--- config.mk ---
export PLATFORM = sky130hd
export DESIGN_NAME = header_parameter_parser
export DESIGN_NICKNAME = d
export VERILOG_FILES = /design/src/design/hpp_pkg.sv /design/src/design/hpp_step.sv /design/src/design/header_parameter_parser.sv
export SDC_FILE = /design/constraint.sdc
export NUM_CORES = 1
export LEC_CHECK = 0
export BUFFER_PORTS_ARGS = -buffer_cell sky130_fd_sc_hd__buf_2
export CORE_ASPECT_RATIO = 1.75
export CORE_MARGIN = 1.5
export CORE_UTILIZATION = 60
export DETAILED_ROUTE_END_ITERATION = 8
export PLACE_DENSITY = 0.81
export SYNTH_ARGS = -nofsm -noshare
export SYNTH_HDL_FRONTEND = slang
export SYNTH_SLANG_ARGS = --single-unit
--- constraint.sdc ---
create_clock -name i_clk -period 5.68 [get_ports i_clk]
set_input_delay 1.136 -clock i_clk [delete_from_list [all_inputs] [get_ports i_clk]]
set_output_delay 1.136 -clock i_clk [all_outputs]
set_load 0.03 [all_outputs]
--- src/design/hpp_pkg.sv ---
// Package for the header parameter parser: phase codes, payload structs,
// result codes and byte-class functions. No dependencies.

package hpp_pkg;

    // Parser phase
    typedef enum logic [2:0] {
        PH_GAP0 = 3'd0,   // gap before optional semicolon
        PH_GAP1 = 3'd1,   // gap after semicolon
        PH_NAME = 3'd2,
        PH_VAL  = 3'd3,   // unquoted value
        PH_QVAL = 3'd4,   // quoted value
        PH_ERR  = 3'd5    // silent until the last byte
    } t_phase;

    // char_kind codes
    localparam logic [1:0] KIND_DROP  = 2'd0;
    localparam logic [1:0] KIND_NAME  = 2'd1;
    localparam logic [1:0] KIND_VALUE = 2'd2;

    // error_code codes
    localparam logic [2:0] ERR_NONE      = 3'd0;
    localparam logic [2:0] ERR_NAME_CHAR = 3'd1;
    localparam logic [2:0] ERR_VAL_CHAR  = 3'd2;
    localparam logic [2:0] ERR_OPEN_QUOTE = 3'd3;
    localparam logic [2:0] ERR_EMPTY_NAME = 3'd4;

    // Delimiter bytes
    localparam logic [7:0] CH_SEMI  = 8'h3B;
    localparam logic [7:0] CH_EQ    = 8'h3D;
    localparam logic [7:0] CH_QUOTE = 8'h22;
    localparam logic [7:0] CH_SP    = 8'h20;
    localparam logic [7:0] CH_HTAB  = 8'h09;

    typedef struct packed {
        logic [7:0] byte_in;
        logic       last;
    } t_in_item;

    typedef struct packed {
        logic [1:0] char_kind;
        logic [7:0] char_out;
        logic       param_done;
        logic [2:0] error_code;
        logic       last_out;
    } t_out_item;

    function automatic logic is_ws(input logic [7:0] b);
        return (b == CH_SP) || (b == CH_HTAB);
    endfunction

    // Token characters: letters, digits and the listed punctuation
    function automatic logic is_tok(input logic [7:0] b);
        logic r;
        case (b) inside
            [8'h61:8'h7A], [8'h41:8'h5A], [8'h30:8'h39],
            8'h21, 8'h23, 8'h24, 8'h25, 8'h26, 8'h27, 8'h2A, 8'h2B,
            8'h2D, 8'h2E, 8'h5E, 8'h5F, 8'h60, 8'h7C, 8'h7E: r = 1'b1;
            default: r = 1'b0;
        endcase
        return r;
    endfunction

    // Bytes allowed inside quotes (no escapes)
    function automatic logic is_qd(input logic [7:0] b);
        logic r;
        case (b) inside
            8'h09, 8'h20, 8'h21, [8'h23:8'h5B], [8'h5D:8'h7E],
            [8'h80:8'hFF]: r = 1'b1;
            default: r = 1'b0;
        endcase
        return r;
    endfunction

endpackage

--- src/design/hpp_step.sv ---
// Per-byte decision logic of the header parameter parser: classifies one byte
// against the current phase and gives the result and the next phase.
// Depends on hpp_pkg.

module hpp_step (
    input  hpp_pkg::t_in_item  i_item,
    input  hpp_pkg::t_phase    i_phase,
    input  logic               i_name_seen,
    output hpp_pkg::t_out_item o_result,
    output hpp_pkg::t_phase    o_phase,
    output logic               o_name_seen
);
    import hpp_pkg::*;

    logic [7:0] b;
    logic       lst;
    t_phase     ph;
    logic       ns;
    logic       handled;
    logic [1:0] kind;
    logic [7:0] ch;
    logic       done;
    logic [2:0] err;

    assign b   = i_item.byte_in;
    assign lst = i_item.last;

    always_comb begin
        kind    = KIND_DROP;
        ch      = 8'h00;
        done    = 1'b0;
        err     = ERR_NONE;
        handled = 1'b0;
        ns      = i_name_seen;

        // unused codes fall back to the leading gap
        unique case (i_phase)
            PH_GAP1, PH_NAME, PH_VAL, PH_QVAL, PH_ERR: ph = i_phase;
            default: ph = PH_GAP0;
        endcase

        if (ph == PH_ERR) begin
            handled = 1'b1;
        end else if (ph == PH_GAP0 || ph == PH_GAP1) begin
            if (is_ws(b)) begin
                handled = 1'b1;
            end else if (ph == PH_GAP0 && b == CH_SEMI) begin
                ph      = PH_GAP1;
                handled = 1'b1;
            end else begin
                ph = PH_NAME;
                ns = 1'b0;
            end
        end

        if (!handled) begin
            if (ph != PH_QVAL && (b == CH_SEMI || is_ws(b))) begin
                if (ns) begin
                    done = 1'b1;
                end else begin
                    err = ERR_EMPTY_NAME;
                end
                ph = (b == CH_SEMI) ? PH_GAP1 : PH_GAP0;
            end else if (b == CH_EQ && ph != PH_QVAL) begin
                ph = PH_VAL;
            end else if (b == CH_QUOTE && ph != PH_NAME) begin
                ph = (ph == PH_QVAL) ? PH_VAL : PH_QVAL;
            end else if (ph == PH_NAME) begin
                if (is_tok(b)) begin
                    kind = KIND_NAME;
                    ch   = (b >= 8'h41 && b <= 8'h5A) ? (b | 8'h20) : b;
                    ns   = 1'b1;
                end else begin
                    err = ERR_NAME_CHAR;
                end
            end else begin
                if ((ph == PH_QVAL) ? is_qd(b) : is_tok(b)) begin
                    kind = KIND_VALUE;
                    ch   = b;
                end else begin
                    err = ERR_VAL_CHAR;
                end
            end
        end

        // end of string while a parameter is open
        if (err == ERR_NONE && lst &&
            (ph == PH_NAME || ph == PH_VAL || ph == PH_QVAL)) begin
            if (ph == PH_QVAL) begin
                err = ERR_OPEN_QUOTE;
            end else if (!ns) begin
                err = ERR_EMPTY_NAME;
            end else begin
                done = 1'b1;
            end
        end

        if (err != ERR_NONE) begin
            ph   = PH_ERR;
            kind = KIND_DROP;
            ch   = 8'h00;
            done = 1'b0;
        end

        // rearm after every final byte
        if (lst) begin
            ph = PH_GAP0;
            ns = 1'b0;
        end

        o_result.char_kind  = kind;
        o_result.char_out   = ch;
        o_result.param_done = done;
        o_result.error_code = err;
        o_result.last_out   = lst;
        o_phase             = ph;
        o_name_seen         = ns;
    end

endmodule

--- src/design/header_parameter_parser.sv ---
// Top level of the header parameter parser: input register, per-byte
// decision logic (hpp_step) and result register. Depends on hpp_pkg.
//
// Usage:
//   Feed the text of one parameter list (for example ;a=b;c="x y") one byte
//   per transfer on the input channel, with last set on the final byte.
//   Every input byte yields exactly one result transfer: char_kind says
//   whether char_out is a name byte (lowercased), a value byte or dropped;
//   param_done marks the byte on which a complete parameter ends; error_code
//   reports a bad name byte, bad value byte, open quote or empty name.
//   After an error the results stay zero until the final byte, then the
//   parser rearms for the next string.
// Timing:
//   Each byte passes the input register and then the result register.
//   One byte per clock while i_out_ready is high: the phase register moves
//   with the result register, so the next byte sees the new phase at once.
// Reset:
//   Synchronous, active low. Clears both stage valids, the phase (leading
//   gap) and the name-seen flag.
// Stalls:
//   When the receiver holds i_out_ready low, the result register holds;
//   the input register still takes one more byte, then o_in_ready drops
//   until the result is taken.

module header_parameter_parser (
    input  logic                i_clk,
    input  logic                i_rst_n,
    input  logic                i_in_valid,
    output logic                o_in_ready,
    input  hpp_pkg::t_in_item   i_in_item,
    output logic                o_out_valid,
    input  logic                i_out_ready,
    output hpp_pkg::t_out_item  o_out_item
);
    import hpp_pkg::*;

    // input stage
    logic      r_in_valid;
    t_in_item  r_in;
    // result stage
    logic      r_out_valid;
    logic      n_out_valid;
    t_out_item r_out;
    // parser state
    t_phase    r_phase;
    logic      r_name_seen;

    t_out_item step_result;
    t_phase    step_phase;
    logic      step_name_seen;
    logic      out_free;
    logic      advance;

    // result slot empties when it is empty or being taken this cycle
    assign out_free   = !r_out_valid || i_out_ready;
    assign advance    = r_in_valid && out_free;
    assign o_in_ready = !r_in_valid || out_free;

    hpp_step u_step (
        .i_item      (r_in),
        .i_phase     (r_phase),
        .i_name_seen (r_name_seen),
        .o_result    (step_result),
        .o_phase     (step_phase),
        .o_name_seen (step_name_seen)
    );

    always_comb begin
        if (advance) begin
            n_out_valid = 1'b1;
        end else if (i_out_ready) begin
            n_out_valid = 1'b0;
        end else begin
            n_out_valid = r_out_valid;
        end
    end

    // control state
    always_ff @(posedge i_clk) begin
        if (!i_rst_n) begin
            r_in_valid  <= 1'b0;
            r_out_valid <= 1'b0;
            r_phase     <= PH_GAP0;
            r_name_seen <= 1'b0;
        end else begin
            if (o_in_ready) begin
                r_in_valid <= i_in_valid;
            end
            r_out_valid <= n_out_valid;
            // advance the parser only when the byte's result is registered
            if (advance) begin
                r_phase     <= step_phase;
                r_name_seen <= step_name_seen;
            end
        end
    end

    // payload: hold while stalled
    always_ff @(posedge i_clk) begin
        if (o_in_ready && i_in_valid) begin
            r_in <= i_in_item;
        end
        if (advance) begin
            r_out <= step_result;
        end
    end

    assign o_out_valid = r_out_valid;
    assign o_out_item  = r_out;

endmodule
==> results.py <==
metrics = {
    "outcome": {
        "status": "finished clean",
    },
    "power": {
        "switching_share_pct": 26.7,
        "ir_worst_vdd_uv": 203,
        "p_per_area_mw_per_mm2": 246,
        "total_power_mw": 0.504,
        "p_comb_share_pct": 15.5,
        "seqPwrFrac_pct": 53.3,
        "internal_power_mw": 0.369,
        "p_leak_nw": 0.702,
        "clkPwrFrac_pct": 31.2,
        "power.switching_mw": 0.135,
    },
    "final_layout": {
        "n_antenna_cell": 0,
        "areaGrowthSynthToFinish_pct": 11.5,
        "fill_cells": 232,
        "nets": 217,
        "fin_area_mm2": 0.00205,
        "drive_gt1_share_pct": 23.4,
    },
    "setup_path": {
        "critPathCaptureType": "flip-flop",
        "cp_data_required_time_ns": 5.72,
        "critPathMaxFanout": 16,
        "path_class": "reg -> reg",
        "start_kind": "flip-flop",
        "worst_ep_arrival_time_ns": 3.08,
    },
    "cts": {
        "clockBufferDepth": 2,
        "hold_buffers": 0,
        "root_buffer": "clkbuf_8",
        "clk-insertion-delay-late_ns": 0.28,
        "cts_sinks": 30,
        "postCtsSetupBuffers": 0,
        "cts_tree": "done",
        "path_clk_slew_ns": 0.05,
        "cts_made_buffers": 5,
        "cts-resized-gates": 0,
        "htreeDepth": 2,
    },
    "synthesis": {
        "synth_area_leaders": "edfxtp_1 39%, dfxtp_1 6.5%, nor2_1 3.5%",
        "synth.most_common_cell": "edfxtp_1",
        "synth_seq_cells": 30,
        "synthArstFlopShare_pct": 0,
        "synthDistinctLibCells": 53,
        "avgSynthCellArea_um2": 10.2,
        "synth_warnings": 0,
        "synth_top_cell_by_area": "edfxtp_1",
        "ys.flop_type": "edfxtp_1",
        "synth-edff-count": 24,
        "yosysSeqAreaShare_pct": 45.8,
        "netlist_area_mm2": 0.00183,
        "syn_inst": 179,
        "synth_top_area_share_pct": 39.3,
        "synth_nets": 192,
        "synthTopCellsByCount": "24 x edfxtp_1, 17 x nor2_1, 14 x nand2_1, 10 x clkbuf_1",
    },
    "grt": {
        "grt_pass1_wl_um": 6290,
        "grt_use_total_pct": 24.7,
        "grt_pass1_vias": 1456,
        "grt_antenna_before_repair": 0,
        "grt.overflow.total": 0,
        "grt_max_degree": 17,
    },
    "sta": {
        "setup_viol": 0,
        "setup_ws_ns": 2.64,
        "hold_slack_ns": 0.522,
        "max_freq_ghz": 0.329,
        "slew_headroom_pct": 62.5,
        "post-route-period-util_pct": 53.5,
        "layout_min_cycle_time_ns": 3.04,
        "skew_ns": 0.00178,
        "rsz0062_at_grt": "no",
        "tightest_slew_ns": 0.555,
        "tns_ns": 0,
        "slew_violations": 0,
        "hold_violations": 0,
    },
    "floorplanning": {
        "die-area_mm2": 0.00341,
        "die_h_um": 76.1,
        "coreArea_mm2": 0.00293,
        "die_w_um": 44.8,
        "num_io_pins": 30,
        "start_util_pct": 62.6,
        "rows": 26,
    },
    "route": {
        "drt_iter0_markers": 116,
        "wl_per_cell_um": 16.5,
        "ant_nets": 0,
        "routed_via_density": 6.72,
        "route.vias.total": 1565,
        "routed_wl_um": 3840,
        "drt_drc_violations_left": 0,
        "drt_first_pass_iters": 4,
    },
    "min_path": {
        "hold_class": "reg -> reg",
    },
    "place": {
        "place_ws_ns": 2.67,
        "routabilityCongestion": 0.934,
        "dp_hpwl_um": 2830,
        "dpl_cell_area_mm2": 0.00197,
        "io_buffers": 29,
    },
    "run": {
        "maxCapViolCount": 0,
    },
}
==> cells by family after synthesis <==
logic type	share of synthesized area (%)
xor+xnor	0.478
flops	45.8
simple gates	25.0
mux	0.546
fa+ha+maj	0.614
compound gates	23.7
buf+inv	3.89
==> power by group through the flow <==
| stage | Clock (mW) | Combinational, mW | Sequential [mW] |
|---|---|---|---|
| finish | 0.157 | 0.0780 | 0.268 |
| global route | 0.167 | 0.0846 | 0.271 |
| CTS | 0.160 | 0.0774 | 0.268 |
| detailed placement | 0 | 0.0772 | 0.272 |
| global placement | 0 | 0.0756 | 0.272 |
| floorplan | 0 | 0.0525 | 0.276 |
==> routing by layer <==
| metal | vias to the layer above | track usage, % | routed length [um] |
|---|---|---|---|
| li1 | 735 | - | - |
| met1 | 709 | 26.7 | 1370 |
| met3 | 23 | 6.64 | 327 |
| met5 | - | 0 | 0 |
| met2 | 98 | 40.0 | 1950 |
| met4 | 0 | 16.5 | 191 |
==> registers in the layout, summed over array words and instances, names as in the netlist <==
name,flops
r_phase,3
r_in_valid,1
r_in,9
o_out_item,15
o_out_valid,1
r_name_seen,1
==> cell type report <==
cell class | instances | area [um^2] | area share [%]
Clock buffer | 8 | 80.1 | 3.91
Inverter | 6 | 22.5 | 1.10
Multi-Input combinational cell | 132 | 922 | 45.1
Sequential cell | 30 | 841 | 41.1
Tap cell | 28 | 35.0 | 1.71
Timing Repair Buffer | 29 | 145 | 7.09
==> stage by stage <==
step / util, % / instances
2_1_floorplan: - / 179
3_3_place_gp: 67.1 / 225
3_5_place_dp: 67.1 / 225
4_1_cts: 69.9 / 233
5_1_grt: 69.9 / 233
6_report: 69.9 / 233
==> layout by cell type (no fill, tap or decap), types with 3 or more instances in the layout <==
master | synthesis | layout
and2_1 | 8 | 8
buf_2 | 0 | 29
clkbuf_1 | 10 | 3
o31ai_1 | 3 | 3
nor2_1 | 17 | 17
edfxtp_1 | 24 | 24
dfxtp_1 | 6 | 6
nor2b_1 | 9 | 9
a21oi_1 | 6 | 6
a221oi_1 | 3 | 3
clkbuf_8 | 0 | 5
o21ai_0 | 8 | 8
inv_1 | 6 | 6
nor3_1 | 4 | 4
nand2_1 | 14 | 14
nand3_1 | 9 | 9
==> worst max-delay path, cell delays in order, from the launching register on <==
cell and delay [ns]:
edfxtp_1 0.58, or3b_1 0.53, a211o_4 0.41, maj3_2 0.34, a41oi_4 0.28, o2111a_2 0.31
o32ai_4 0.14, and2_1 0.21
==> worst paths after layout <==
check | startpoint | end | slack, ns | cells after the start
worst max-delay path | r_in[4] | o_out_item[7] | 2.64 | 7
worst min-delay path | r_name_seen | r_name_seen | 0.52 | 2
worst max register to register | r_in[4] | o_out_item[7] | 2.64 | 7
worst min register to register | r_name_seen | r_name_seen | 0.52 | 2
No activity file was read; power rests on OpenSTA's default activity.
